[src/hdl/tbss_pkg.sv]
`timescale 1ns / 1ps
package tbss_pkg;

    // field and state widths
    localparam int TIME_BITS = 48;
    localparam int FRAC_BITS = 24;
    localparam int RATE_W    = 32;
    localparam int LAT_W     = 32;
    localparam int BURST_W   = 32;
    localparam int BYTES_W   = 32;
    localparam int OUT_W     = 48;
    localparam int CFG_IDX_W = 2;

    // bucket capacity in Q(BURST_W).FRAC_BITS bytes
    localparam int CAP_W  = BURST_W + FRAC_BITS;
    // deficit delay, quotient plus round up
    localparam int DLY_W  = CAP_W + 1;
    localparam int CMP_W  = (DLY_W > OUT_W) ? DLY_W : OUT_W;
    // shared adder width, covers 2*cap + elapsed and now + delay
    localparam int UNIT_W = ((CAP_W > TIME_BITS) ? CAP_W : TIME_BITS) + 2;
    localparam int CNT_W  = $clog2((CAP_W > RATE_W) ? CAP_W : RATE_W);
    localparam int RIDX_W = $clog2(RATE_W);

    localparam logic [BURST_W-1:0]   DEFAULT_BURST = BURST_W'(262144);
    localparam logic [TIME_BITS-1:0] TIME_MAX      = {TIME_BITS{1'b1}};
    localparam logic [OUT_W-1:0]     OUT_MAX       = {OUT_W{1'b1}};

    typedef enum logic [CFG_IDX_W-1:0] {
        CFG_RATE    = 2'd0,
        CFG_LATENCY = 2'd1,
        CFG_BURST   = 2'd2
    } cfg_idx_t;

    typedef enum logic [1:0] {
        OP_MAC = 2'd0,
        OP_DIV = 2'd1,
        OP_ADD = 2'd2,
        OP_SUB = 2'd3
    } op_t;

    typedef enum logic [3:0] {
        ST_IDLE,
        ST_ELAPSED,
        ST_MAC,
        ST_FILL,
        ST_TAKE,
        ST_SUBTOK,
        ST_DIV,
        ST_ROUND,
        ST_LAST,
        ST_DONE
    } state_t;

    typedef struct packed {
        logic [RATE_W-1:0] rate;
        logic [LAT_W-1:0]  latency;
        logic [CAP_W-1:0]  cap;
        logic              wr;
    } cfg_t;

endpackage

[src/hdl/token_bucket_send_shaper.sv]
`timescale 1ns / 1ps
`default_nettype none
// Token bucket send shaper. Each input beat is one send request (time stamp in ns, byte count,
// internet-socket flag); each produces exactly one output beat with the bandwidth delay, the
// fixed latency delay and a shaped flag. One item is processed at a time and in_ready is low
// while it runs; a finished result sits in an output register, so the next request can be taken
// while that beat still waits. An unshaped request or a zero rate goes straight to the output; a
// shaped request may first run a 32-step shift-add refill multiply of elapsed time by rate, and
// on a deficit a 56-step restoring division of the deficit by the rate follows. Both loops run
// on one shared adder/subtractor. Configuration writes are always taken (cfg_ready is tied high),
// must only happen while the block is idle, and every write to a known register re-primes the
// bucket to full on the next shaped request with a non-zero rate. Rates are unsigned Q8.24 bytes
// per ns.
module token_bucket_send_shaper (
    input  wire logic                           clk,
    input  wire logic                           rst_n,
    // request channel
    input  wire logic                           in_valid,
    output logic                                in_ready,
    input  wire logic [tbss_pkg::TIME_BITS-1:0] now_ns,
    input  wire logic [tbss_pkg::BYTES_W-1:0]   byte_count,
    input  wire logic                           to_inet_socket,
    // result channel
    output logic                                out_valid,
    input  wire logic                           out_ready,
    output logic [tbss_pkg::OUT_W-1:0]          bandwidth_delay_ns,
    output logic [tbss_pkg::LAT_W-1:0]          latency_delay_ns,
    output logic                                shaped,
    // configuration write channel
    input  wire logic                           cfg_valid,
    output logic                                cfg_ready,
    input  wire logic [tbss_pkg::CFG_IDX_W-1:0] cfg_index,
    input  wire logic [31:0]                    cfg_data
);
    import tbss_pkg::*;

    cfg_t cfg;

    // sequencer and bucket state
    state_t             state_reg, state_next;
    logic               primed_reg, primed_next;
    logic [CAP_W-1:0]   token_reg, token_next;
    logic [TIME_BITS-1:0] last_reg, last_next;
    logic [CNT_W-1:0]   cnt_reg, cnt_next;
    logic               sat_reg, sat_next;
    logic               shp_reg, shp_next;
    logic               out_valid_reg, out_valid_next;

    // per-item working registers
    logic [TIME_BITS-1:0] now_reg, now_next;
    logic [CAP_W-1:0]     need_reg, need_next;
    logic [TIME_BITS-1:0] elapsed_reg, elapsed_next;
    logic [CAP_W-1:0]     acc_reg, acc_next;
    logic [RATE_W-1:0]    rem_reg, rem_next;
    logic [CAP_W-1:0]     quo_reg, quo_next;
    logic [DLY_W-1:0]     delay_reg, delay_next;
    logic [OUT_W-1:0]     bw_reg, bw_next;
    logic [LAT_W-1:0]     lat_reg, lat_next;
    logic                 shaped_reg, shaped_next;

    // shared unit hookup
    op_t               u_op;
    logic [UNIT_W-1:0] u_x;
    logic [UNIT_W-1:0] u_y;
    logic              u_bit;
    logic [UNIT_W-1:0] u_sum;
    logic              u_carry;

    logic in_beat;
    logic out_free;
    logic req_shaped;
    logic go_bucket;
    logic sum_zero;

    tbss_cfg_regs u_cfg (
        .clk       (clk),
        .rst_n     (rst_n),
        .cfg_valid (cfg_valid),
        .cfg_ready (cfg_ready),
        .cfg_index (cfg_index),
        .cfg_data  (cfg_data),
        .cfg       (cfg)
    );

    tbss_step_unit u_step (
        .op     (u_op),
        .x      (u_x),
        .y      (u_y),
        .bit_in (u_bit),
        .sum    (u_sum),
        .carry  (u_carry)
    );

    assign in_beat    = in_valid && in_ready;
    assign out_free   = !out_valid_reg || out_ready;
    // block enabled, non-empty request to an internet socket
    assign req_shaped = ((cfg.rate != '0) || (cfg.latency != '0))
                        && (byte_count != '0) && to_inet_socket;
    assign go_bucket  = req_shaped && (cfg.rate != '0);
    assign sum_zero   = (u_sum == '0);

    // next state
    always_comb
    begin
        state_next = state_reg;
        unique case (state_reg)
            ST_IDLE:
            begin
                if (in_valid)
                begin
                    if (!go_bucket)
                        state_next = ST_DONE;
                    else if (primed_reg)
                        state_next = ST_ELAPSED;
                    else
                        state_next = ST_TAKE;  // just primed, no time to refill over
                end
            end
            ST_ELAPSED:
            begin
                // refill only when time has moved forward
                if (u_carry && !sum_zero)
                    state_next = ST_MAC;
                else
                    state_next = ST_TAKE;
            end
            ST_MAC:
            begin
                if (cnt_reg == '0)
                    state_next = ST_FILL;
            end
            ST_FILL:
            begin
                state_next = ST_TAKE;
            end
            ST_TAKE:
            begin
                if (!u_carry)
                    state_next = ST_SUBTOK;
                else if (sum_zero)
                    state_next = ST_DONE;
                else
                    state_next = ST_DIV;
            end
            ST_SUBTOK:
            begin
                state_next = ST_DONE;
            end
            ST_DIV:
            begin
                if (cnt_reg == '0)
                    state_next = ST_ROUND;
            end
            ST_ROUND:
            begin
                state_next = ST_LAST;
            end
            ST_LAST:
            begin
                state_next = ST_DONE;
            end
            ST_DONE:
            begin
                if (out_free)
                    state_next = ST_IDLE;
            end
            default:
            begin
                state_next = ST_IDLE;
            end
        endcase
    end

    // sequencer outputs: handshake and shared unit operands
    always_comb
    begin
        in_ready = 1'b0;
        u_op     = OP_ADD;
        u_x      = '0;
        u_y      = '0;
        u_bit    = 1'b0;
        unique case (state_reg)
            ST_IDLE:
            begin
                in_ready = 1'b1;
            end
            ST_ELAPSED:
            begin
                u_op = OP_SUB;
                u_x  = UNIT_W'(now_reg);
                u_y  = UNIT_W'(last_reg);
            end
            ST_MAC:
            begin
                // msb-first shift-add of elapsed * rate
                u_op  = OP_MAC;
                u_x   = UNIT_W'(acc_reg);
                u_y   = UNIT_W'(elapsed_reg);
                u_bit = cfg.rate[cnt_reg[RIDX_W-1:0]];
            end
            ST_FILL:
            begin
                u_op = OP_ADD;
                u_x  = UNIT_W'(token_reg);
                u_y  = UNIT_W'(acc_reg);
            end
            ST_TAKE:
            begin
                u_op = OP_SUB;
                u_x  = UNIT_W'(need_reg);
                u_y  = UNIT_W'(token_reg);
            end
            ST_SUBTOK:
            begin
                u_op = OP_SUB;
                u_x  = UNIT_W'(token_reg);
                u_y  = UNIT_W'(need_reg);
            end
            ST_DIV:
            begin
                // restoring divide, one quotient bit per cycle
                u_op  = OP_DIV;
                u_x   = UNIT_W'(rem_reg);
                u_y   = UNIT_W'(cfg.rate);
                u_bit = quo_reg[CAP_W-1];
            end
            ST_ROUND:
            begin
                // round the quotient up on a non-zero remainder
                u_op = OP_ADD;
                u_x  = UNIT_W'(quo_reg);
                u_y  = UNIT_W'(rem_reg != '0);
            end
            ST_LAST:
            begin
                u_op = OP_ADD;
                u_x  = UNIT_W'(now_reg);
                u_y  = UNIT_W'(delay_reg);
            end
            ST_DONE:
            begin
                in_ready = 1'b0;
            end
            default:
            begin
                in_ready = 1'b0;
            end
        endcase
    end

    // datapath next values
    always_comb
    begin
        primed_next    = primed_reg;
        token_next     = token_reg;
        last_next      = last_reg;
        cnt_next       = cnt_reg;
        sat_next       = sat_reg;
        shp_next       = shp_reg;
        now_next       = now_reg;
        need_next      = need_reg;
        elapsed_next   = elapsed_reg;
        acc_next       = acc_reg;
        rem_next       = rem_reg;
        quo_next       = quo_reg;
        delay_next     = delay_reg;
        bw_next        = bw_reg;
        lat_next       = lat_reg;
        shaped_next    = shaped_reg;
        out_valid_next = out_valid_reg && !out_ready;

        if (cfg.wr)
            primed_next = 1'b0;

        case (state_reg)
            ST_IDLE:
            begin
                if (in_beat)
                begin
                    now_next   = now_ns;
                    need_next  = CAP_W'(byte_count) << FRAC_BITS;
                    shp_next   = req_shaped;
                    delay_next = '0;
                    if (go_bucket && !primed_reg)
                    begin
                        // first shaped request fills the bucket to burst
                        primed_next = 1'b1;
                        token_next  = cfg.cap;
                        last_next   = now_ns;
                    end
                end
            end
            ST_ELAPSED:
            begin
                elapsed_next = u_sum[TIME_BITS-1:0];
                acc_next     = '0;
                sat_next     = 1'b0;
                cnt_next     = CNT_W'(RATE_W - 1);
            end
            ST_MAC:
            begin
                // once the partial product passes the cap the refill is full anyway
                if (!sat_reg)
                begin
                    if (u_sum > UNIT_W'(cfg.cap))
                        sat_next = 1'b1;
                    else
                        acc_next = u_sum[CAP_W-1:0];
                end
                cnt_next = cnt_reg - 1'b1;
            end
            ST_FILL:
            begin
                last_next = now_reg;
                if (sat_reg || (u_sum >= UNIT_W'(cfg.cap)))
                    token_next = cfg.cap;
                else
                    token_next = u_sum[CAP_W-1:0];
            end
            ST_TAKE:
            begin
                if (u_carry)
                begin
                    if (sum_zero)
                    begin
                        token_next = '0;
                    end
                    else
                    begin
                        // deficit goes into the dividend shift register
                        quo_next = u_sum[CAP_W-1:0];
                        rem_next = '0;
                        cnt_next = CNT_W'(CAP_W - 1);
                    end
                end
            end
            ST_SUBTOK:
            begin
                token_next = u_sum[CAP_W-1:0];
            end
            ST_DIV:
            begin
                if (u_carry)
                    rem_next = u_sum[RATE_W-1:0];
                else
                    rem_next = {rem_reg[RATE_W-2:0], quo_reg[CAP_W-1]};
                quo_next = {quo_reg[CAP_W-2:0], u_carry};
                cnt_next = cnt_reg - 1'b1;
            end
            ST_ROUND:
            begin
                delay_next = u_sum[DLY_W-1:0];
            end
            ST_LAST:
            begin
                token_next = '0;
                if (u_sum > UNIT_W'(TIME_MAX))
                    last_next = TIME_MAX;
                else
                    last_next = u_sum[TIME_BITS-1:0];
            end
            ST_DONE:
            begin
                if (out_free)
                begin
                    out_valid_next = 1'b1;
                    if (!shp_reg)
                        bw_next = '0;
                    else if (CMP_W'(delay_reg) > CMP_W'(OUT_MAX))
                        bw_next = OUT_MAX;
                    else
                        bw_next = OUT_W'(delay_reg);
                    lat_next    = shp_reg ? cfg.latency : '0;
                    shaped_next = shp_reg;
                end
            end
            default:
            begin
                out_valid_next = out_valid_reg && !out_ready;
            end
        endcase
    end

    // control state
    always_ff @(posedge clk or negedge rst_n)
    begin
        if (!rst_n)
        begin
            state_reg     <= ST_IDLE;
            primed_reg    <= 1'b0;
            token_reg     <= '0;
            last_reg      <= '0;
            cnt_reg       <= '0;
            sat_reg       <= 1'b0;
            shp_reg       <= 1'b0;
            out_valid_reg <= 1'b0;
        end
        else
        begin
            state_reg     <= state_next;
            primed_reg    <= primed_next;
            token_reg     <= token_next;
            last_reg      <= last_next;
            cnt_reg       <= cnt_next;
            sat_reg       <= sat_next;
            shp_reg       <= shp_next;
            out_valid_reg <= out_valid_next;
        end
    end

    // payload, no reset
    always_ff @(posedge clk)
    begin
        now_reg     <= now_next;
        need_reg    <= need_next;
        elapsed_reg <= elapsed_next;
        acc_reg     <= acc_next;
        rem_reg     <= rem_next;
        quo_reg     <= quo_next;
        delay_reg   <= delay_next;
        bw_reg      <= bw_next;
        lat_reg     <= lat_next;
        shaped_reg  <= shaped_next;
    end

    assign out_valid          = out_valid_reg;
    assign bandwidth_delay_ns = bw_reg;
    assign latency_delay_ns   = lat_reg;
    assign shaped             = shaped_reg;

    // a known register write forces re-priming
    a_cfg_unprime : assert property (@(posedge clk) disable iff (!rst_n)
        cfg.wr |=> !primed_reg)
        else $error("configuration write did not clear primed");

    // unshaped beats carry no delay at all
    a_unshaped_zero : assert property (@(posedge clk) disable iff (!rst_n)
        (out_valid && !shaped) |-> (bandwidth_delay_ns == '0 && latency_delay_ns == '0))
        else $error("unshaped result carries a delay");

    // restoring divide keeps the partial remainder below the divisor
    a_rem_bound : assert property (@(posedge clk) disable iff (!rst_n)
        (state_reg == ST_DIV) |-> (rem_reg < cfg.rate))
        else $error("divider remainder out of range");

    // a deficit always drains the bucket
    a_deficit_empty : assert property (@(posedge clk) disable iff (!rst_n)
        (state_reg == ST_LAST) |=> (token_reg == '0))
        else $error("bucket not empty after deficit");

    // no new request while a result is still being built
    a_busy_no_accept : assert property (@(posedge clk) disable iff (!rst_n)
        (state_reg == ST_DIV || state_reg == ST_MAC) |=> !in_beat || state_reg == ST_IDLE)
        else $error("request taken while busy");

endmodule
`default_nettype wire

[src/hdl/tbss_cfg_regs.sv]
`timescale 1ns / 1ps
`default_nettype none
module tbss_cfg_regs (
    input  wire logic                           clk,
    input  wire logic                           rst_n,
    input  wire logic                           cfg_valid,
    output logic                                cfg_ready,
    input  wire logic [tbss_pkg::CFG_IDX_W-1:0] cfg_index,
    input  wire logic [31:0]                    cfg_data,
    output tbss_pkg::cfg_t                      cfg
);
    import tbss_pkg::*;

    logic [RATE_W-1:0]  rate_reg,    rate_next;
    logic [LAT_W-1:0]   latency_reg, latency_next;
    logic [BURST_W-1:0] burst_reg,   burst_next;
    logic               wr_hit;
    logic [BURST_W-1:0] burst_eff;

    assign cfg_ready = 1'b1;

    // register decode
    always_comb
    begin
        rate_next    = rate_reg;
        latency_next = latency_reg;
        burst_next   = burst_reg;
        wr_hit       = 1'b0;
        if (cfg_valid && cfg_ready)
        begin
            unique case (cfg_idx_t'(cfg_index))
                CFG_RATE:
                begin
                    rate_next = cfg_data[RATE_W-1:0];
                    wr_hit    = 1'b1;
                end
                CFG_LATENCY:
                begin
                    latency_next = cfg_data[LAT_W-1:0];
                    wr_hit       = 1'b1;
                end
                CFG_BURST:
                begin
                    burst_next = cfg_data[BURST_W-1:0];
                    wr_hit     = 1'b1;
                end
                default:
                begin
                    wr_hit = 1'b0;
                end
            endcase
        end
    end

    always_ff @(posedge clk or negedge rst_n)
    begin
        if (!rst_n)
        begin
            rate_reg    <= '0;
            latency_reg <= '0;
            burst_reg   <= DEFAULT_BURST;
        end
        else
        begin
            rate_reg    <= rate_next;
            latency_reg <= latency_next;
            burst_reg   <= burst_next;
        end
    end

    // zero burst acts as the default capacity
    assign burst_eff   = (burst_reg == '0) ? DEFAULT_BURST : burst_reg;
    assign cfg.rate    = rate_reg;
    assign cfg.latency = latency_reg;
    assign cfg.cap     = {burst_eff, {FRAC_BITS{1'b0}}};
    assign cfg.wr      = wr_hit;

endmodule
`default_nettype wire

[src/hdl/tbss_step_unit.sv]
`timescale 1ns / 1ps
`default_nettype none
module tbss_step_unit (
    input  wire tbss_pkg::op_t               op,
    input  wire logic [tbss_pkg::UNIT_W-1:0] x,
    input  wire logic [tbss_pkg::UNIT_W-1:0] y,
    input  wire logic                        bit_in,
    output logic [tbss_pkg::UNIT_W-1:0]      sum,
    output logic                             carry
);
    import tbss_pkg::*;

    logic [UNIT_W-1:0] a;
    logic [UNIT_W-1:0] b;
    logic              sub;
    logic [UNIT_W:0]   wide;

    // operand forming: shift-add step, restoring divide step, plain add or subtract
    always_comb
    begin
        a   = x;
        b   = y;
        sub = 1'b0;
        unique case (op)
            OP_MAC:
            begin
                a   = {x[UNIT_W-2:0], 1'b0};
                b   = bit_in ? y : '0;
                sub = 1'b0;
            end
            OP_DIV:
            begin
                a   = {x[UNIT_W-2:0], bit_in};
                b   = y;
                sub = 1'b1;
            end
            OP_ADD:
            begin
                a   = x;
                b   = y;
                sub = 1'b0;
            end
            OP_SUB:
            begin
                a   = x;
                b   = y;
                sub = 1'b1;
            end
            default:
            begin
                a   = x;
                b   = y;
                sub = 1'b0;
            end
        endcase
    end

    // carry high on subtract means a >= b
    assign wide  = {1'b0, a} + {1'b0, (sub ? ~b : b)} + (UNIT_W+1)'(sub);
    assign sum   = wide[UNIT_W-1:0];
    assign carry = wide[UNIT_W];

endmodule
`default_nettype wire

[config.mk]
export PLATFORM = sky130hd
export DESIGN_NAME = token_bucket_send_shaper
export DESIGN_NICKNAME = d
export VERILOG_FILES = /design/src/hdl/tbss_pkg.sv /design/src/hdl/token_bucket_send_shaper.sv /design/src/hdl/tbss_cfg_regs.sv /design/src/hdl/tbss_step_unit.sv
export SDC_FILE = /design/constraint.sdc
export NUM_CORES = 1
export LEC_CHECK = 0
export BUFFER_PORTS_ARGS = -buffer_cell sky130_fd_sc_hd__buf_2
export CORE_ASPECT_RATIO = 1.5
export CORE_MARGIN = 3
export CORE_UTILIZATION = 40
export CTS_CLUSTER_SIZE = 20
export DETAILED_ROUTE_END_ITERATION = 8
export SKIP_CTS_REPAIR_TIMING = 1
export SYNTH_ARGS = -nofsm -noshare
export SYNTH_HDL_FRONTEND = slang
export SYNTH_SLANG_ARGS = --single-unit
[constraint.sdc]
create_clock -name clk -period 34.1 [get_ports clk]
set_input_delay 6.82 -clock clk [delete_from_list [all_inputs] [get_ports clk]]
set_output_delay 6.82 -clock clk [all_outputs]
set_load 0.02 [all_outputs]
==> results.md, run 1 <==
* CP startpoint kind: primary input
* Unrepaired setup endpoints after global routing: no
* Status: complete, no violations
* Drt first pass iters at 8
* First-pass GRT wire length at around 200 mm
* Slowest CP cell: a21oi_4
* Synth unique cells at 99
* Die height at ~370 um
* Min Tclk post-route at roughly 10 ns
* CP Capture Type: flip-flop
* Crit-path max FO at between 50 and 60
* Via Count at just over 30000
* Yosys reg bits at ~620
* Root Buffer: clkbuf_16
* I/O pin cnt at 204
* Syn Area/Cell at a little over 10 um2
* Proportion of synthesized area in mux cells at 0.04927
* Clock Latency Late Sink at approximately 0.64 ns
* Post-synth top area cell: edfxtp_1
* ANT nets after route at 0
* Crit path top cell by count: buf_4
* Ratio of cells with drive above 1 in the final layout at 0.1604
* Gr usage total at 0.3073
* Worst min path class: reg -> reg
* Initial antenna violation count at 6
* TritonCTS Buffers at 66
* Wl on met1 at around 53 mm
* Drt drc at 0
* Syn-to-layout area delta at 12.70%
* Rows at between 100 and 150
* Setup tns final at 0 ns
* Core footprint at around 87000 um2
* Fmax at 95.43 MHz
* Post-Syn Area at ~35000 um2
* CP cell instances: buf_2 > nor4_2 > nand4_1 > o21ai_0 > buf_4 > nor3_1 > nand2_4 > and3_1 > a21oi_4 > buf_4 > mux2_1
* Fin crit share at 0.3073
* Most frequent cell after synthesis: edfxtp_1
* Share of the synthesized area in the top cell type at 0.3521
* Max Used Layer: met5
* WL per Instance at between 30 and 40 um
* Max reg flops at 57
* CTS tree: done
* Synth area leaders: edfxtp_1, dfrtp_1, a22oi_1
* H-tree Lvls at 3
* DR vias/cell at around 6.5
* CP Class: in -> reg
* Post-synth top cells: edfxtp_1, nand2_1, o21ai_0
* Vias in the first global route at approximately 30000
* Post-synth EDFFs at between 400 and 500
* FFs w/ async S/R, synth at 0.3429
* Slowest stage delay, CP at 0.92 ns
* Synth Area in Simple Gates at 0.1323
* Clk sinks at 624
* Max Root-Sink Buffers at 3
* Syn. warnings at 0
* Endpoints failing setup at 0
* Post-Route WL at approximately 140 mm
* Compound-gate portion of the synthesized area at 0.2161
* I/O Buffers at about 200
* Mapped Cells at roughly 3400
* Clk pin slew, worst setup/hold paths at approximately 0.060 ns
* 1st-iter DRT viols at approximately 3800
* Routability cong. at roughly 1.0
* Largest family of logic cells by synthesized area: compound AO/OA/AOI/OAI gates
* Met3 Wirelength at roughly 12 mm
* Fin. Hold Viols at 0
* Worst path arrival time at around 11 ns
* Pin count of the biggest net entering global routing at 119
* Initial core utilization at 0.4041
* Post-DP HPWL at between 100 and 150 mm
* Top FF cell, synth: edfxtp_1
* Post-Synth XOR/XNOR Area at 0.02229
* Register area share after synthesis at 0.5052
* Total Die Area at 91080 um2
* Max-slew headroom at 0.1716
* Max Cap Viol at 0
* Remaining global-route overflow at 0
* Layout Skew at roughly 0.025 ns
* Max-slew violation count at 0
* Worst slew pin tran at 1.240 ns
* Worst endpoint required time at between 30 and 40 ns
* Post-synthesis net count at between 3000 and 4000
* Post-Synth Adder-Cell Area at 0.03242
* Die width at approximately 250 um
* Post-layout net count at around 3700
* Met2 WL at roughly 68 mm
[cell families after synthesis]
kind of cell / Yosys count
buffers and inverters: 378
AOI/OAI and AO/OA: 1127
xor gates and xnor gates: 89
adders and majority gates: 90
DFF: 624
other: 1
muxes: 146
and+or+nand+nor: 979
[worst max-delay path: cells and delay by family]
kind	cells	cell delay, ns
and+or+nand+nor	5	1.82
AOI/OAI and AO/OA	2	1.04
buffers and inverters	3	0.85
muxes	1	0.36
[routing by layer]
metal	global-route usage	vias to the layer above
met5	0	-
met4	0.1717	2
met3	0.05143	456
met2	0.5082	1779
met1	0.3799	15350
li1	-	13170
[placed cells by master (no fill, tap or decap), types with 113 or more instances in the layout]
master and count:
nor2_1 268, inv_1 134, edfxtp_1 410, o21ai_0 275, buf_2 201, mux2_2 113, nand2_1 336, dfrtp_1 212
a21oi_1 160, a22oi_1 223
[path summary, 6_finish.rpt]
check,startpoint,to,slack (ns),cells after the start
max,byte_count[28],token_reg[54],23.62,11
min,token_reg[55],token_reg[55],0.51,1
max reg2reg,state_reg[1],token_reg[53],23.80,28
min reg2reg,token_reg[55],token_reg[55],0.51,1
max in group asynchronous,rst_n,u_cfg.rate_reg[15],26.18,2
min in group asynchronous,rst_n,token_reg[11],6.20,1
[final cells by class]
| class | count | area, um2 |
|---|---|---|
| clock inverters | 34 | 356.6 |
| repair buffers | 272 | 1559 |
| flip-flops and latches | 624 | 17670 |
| clock buffers | 87 | 1873 |
| fillers | 8430 | 47130 |
| inverters | 135 | 509.2 |
| diodes | 4 | 10.01 |
| well taps | 1139 | 1425 |
| multi-input cells | 2432 | 16010 |
[metrics by stage]
stage	utilization	worst slack [ns]	cells	hold slack [ns]	instance area, um2
5_1_grt	0.4553	23.47	4723	0.5237	39400
3_3_place_gp	0.4295	23.03	4602	0.4916	37170
2_1_floorplan	-	22.39	3434	0.4231	34970
6_report	0.4554	23.62	4727	0.5146	39410
3_5_place_dp	0.4295	23.03	4602	0.4993	37170
4_1_cts	0.4553	23.69	4723	0.5126	39400
Power of run 1 is left out: the tool's default activity adds up to more than one toggle a clock period on the data nets, which glitch-free logic cannot reach.
==> run 2, diff against run 1 <==
--- a/config.mk
+++ b/config.mk
@@ -5,6 +5,7 @@
 export SDC_FILE = /design/constraint.sdc
 export NUM_CORES = 1
 export LEC_CHECK = 0
+export ABC_AREA = 1
 export BUFFER_PORTS_ARGS = -buffer_cell sky130_fd_sc_hd__buf_2
 export CORE_ASPECT_RATIO = 1.5
 export CORE_MARGIN = 3
==> constraint.sdc (replaced) <==
create_clock -name clk -period 10.7 [get_ports clk]
set_input_delay 2.14 -clock clk [delete_from_list [all_inputs] [get_ports clk]]
set_output_delay 2.14 -clock clk [all_outputs]
set_load 0.02 [all_outputs]
==> results.md, run 2 <==
* Worst min path class: reg -> reg
* Pin count of the biggest net entering global routing at roughly 120
* Post-DP HPWL at roughly 110 mm
* Post-layout net count at about 4700
* WL per Instance at about 27 um
* Max Cap Viol at 0
* Fmax at ~110 MHz
* I/O pin cnt at between 200 and 250
* Synth unique cells at 60
* Fin crit share at 0.8886
* Commonest non-fill, non-tap cell in the layout: nand2_1
* Post-Route WL at roughly 150 mm
* Worst slew pin tran at approximately 1.1 ns
* Util after Layout at 0.4521
* Setup tns final at 0 ns
* Total Die Area at approximately 94000 um2
* Post-synthesis net count at about 4600
* FFs w/ async S/R, synth at 0.3429
* First-pass GRT wire length at 219.9 mm
* Layout Skew at ~0.09 ns
* Endpoints failing setup at 0
* Slowest stage delay, CP at between 0.8 and 0.9 ns
* Die height at about 370 um
* Syn. warnings at 0
* I/O Buffers at about 200
* Status: complete, no violations
* Crit-path max FO at 63
* Synth area leaders: edfxtp_1, dfrtp_1, nand2_1
* Drt drc at 0
* Fin. Hold Viols at 0
* Worst endpoint required time at ~11 ns
* Max reg flops at 57
* Min Tclk post-route at 9.508 ns
* TritonCTS Buffers at 60
* Most frequent cell after synthesis: nand2_1
* Remaining global-route overflow at 0
* Syn Area/Cell at 8.205 um2
* Post-synth top cells: nand2_1, inv_1, o21ai_0
* Post-synth top area cell: edfxtp_1
* Clk pin slew, worst setup/hold paths at about 0.070 ns
* CP startpoint kind: flip-flop
* Yosys reg bits at roughly 620
* H-tree Lvls at 2
* Initial antenna violation count at 8
* Unrepaired setup endpoints after global routing: no
* Drt first pass iters at 8
* Post-synth EDFFs at 410
* 1st-iter DRT viols at 3392
* Routability cong. at 0.9838
* Share of the synthesized area in the top cell type at 0.3426
* Vias in the first global route at roughly 33000
* Register area share after synthesis at 0.4917
* Crit path top cell by count: nand2_1
* ANT nets after route at 0
* CTS tree: done
* Gr usage total at 0.3171
* CP Capture Type: flip-flop
* Post-Syn Area at between 30000 and 40000 um2
* Max Root-Sink Buffers at 3
* Ratio of cells with drive above 1 in the final layout at 0.09630
* Most frequent cells in the layout: nand2_1, inv_1, o21ai_0
* DR vias/cell at approximately 5.8
* Worst path arrival time at between 9 and 10 ns
* Filler Cell Count at 8952
* Syn-to-layout area delta at 12.00%
* Core footprint at 89030 um2
* Max-slew violation count at 0
* Initial core utilization at 0.4036
* Root Buffer: clkbuf_16
* Mapped Cells at ~4400
* Via Count at around 33000
* Top FF cell, synth: edfxtp_1
* Max-slew headroom at 0.2518
* Clk sinks at between 600 and 700
* Slowest CP cell: buf_4
* Die width at approximately 250 um
* CP Class: reg -> reg
* Clock Latency Late Sink at 0.70 ns
* Rows at roughly 130
==> run 2: cell types whose count changed in the layout (fill, tap and decap cells not counted), sizes merged, moves of 42 or more <==
cell,delta
and2,-42
nand2,+716
inv,+462
nor2,+152
o21ai,+164
a31oi,-92
mux2,-129
xor2,+62
xnor2,-66
o21a,-47
nand3,+150
a22oi,-188
a22o,-48
a221oi,+67
==> run 2: cells by family after synthesis <==
kind of cell | synth area share
compound gates | 0.1587
other cells | 0.0001044
flops | 0.4917
mux | 0.001114
fa+ha+maj | 0.03154
buf+inv | 0.08844
xor+xnor | 0.02134
simple gates | 0.2071
==> run 2: routing by layer <==
layer	part of all wire	vias up	track usage
met5	0.00040	-	0
met4	0.090	10	0.2336
met3	0.079	531	0.05346
met2	0.47	1744	0.5352
met1	0.36	15990	0.3614
li1	-	14990	-
==> run 2: worst paths after layout <==
path	cells past startpoint	from	to	slack, ns
worst max-delay path	36	state_reg[1]	acc_reg[16]	1.19
worst min-delay path	2	cnt_reg[5]	cnt_reg[5]	0.48
worst max register to register	36	state_reg[1]	acc_reg[16]	1.19
worst min register to register	2	cnt_reg[5]	cnt_reg[5]	0.48
max in group asynchronous	2	rst_n	token_reg[53]	7.75
min in group asynchronous	1	rst_n	last_reg[13]	1.46
==> run 2: final cells by class <==
type | instances | area [um2] | share of cell area
Inverter | 604 | 2272 | 0.05645
Clock buffer | 87 | 1792 | 0.04452
Multi-Input combinational cell | 2928 | 15200 | 0.3777
Tap cell | 1156 | 1446 | 0.03594
Clock inverter | 26 | 301.5 | 0.007492
Sequential cell | 624 | 17670 | 0.4390
Antenna cell | 1 | 2.502 | 0.00006217
Timing Repair Buffer | 269 | 1562 | 0.03880
==> run 2: critical path, delay by kind of cell, from the launching register on <==
kind | cells | cell delay, ns
flip-flops | 1 | 0.42
AO/OA/AOI/OAI | 5 | 1.26
AND/OR/NAND/NOR | 24 | 4.34
adder cells (fa/ha/maj) | 2 | 0.79
buffers and inverters | 5 | 2.07
==> run 2: per-stage QoR <==
stage          worst slack, ns  instances  hold WS, ns  cell area [um2]
2_1_floorplan            2.959       4380       0.4231            35940
3_3_place_gp             1.679       5581       0.4624            38150
3_5_place_dp             1.700       5581       0.4637            38150
4_1_cts                  1.631       5694       0.4796            40250
5_1_grt                 0.8824       5694       0.5023            40250
6_report                 1.192       5695       0.4767            40250
Power of run 2 is left out for the same reason.
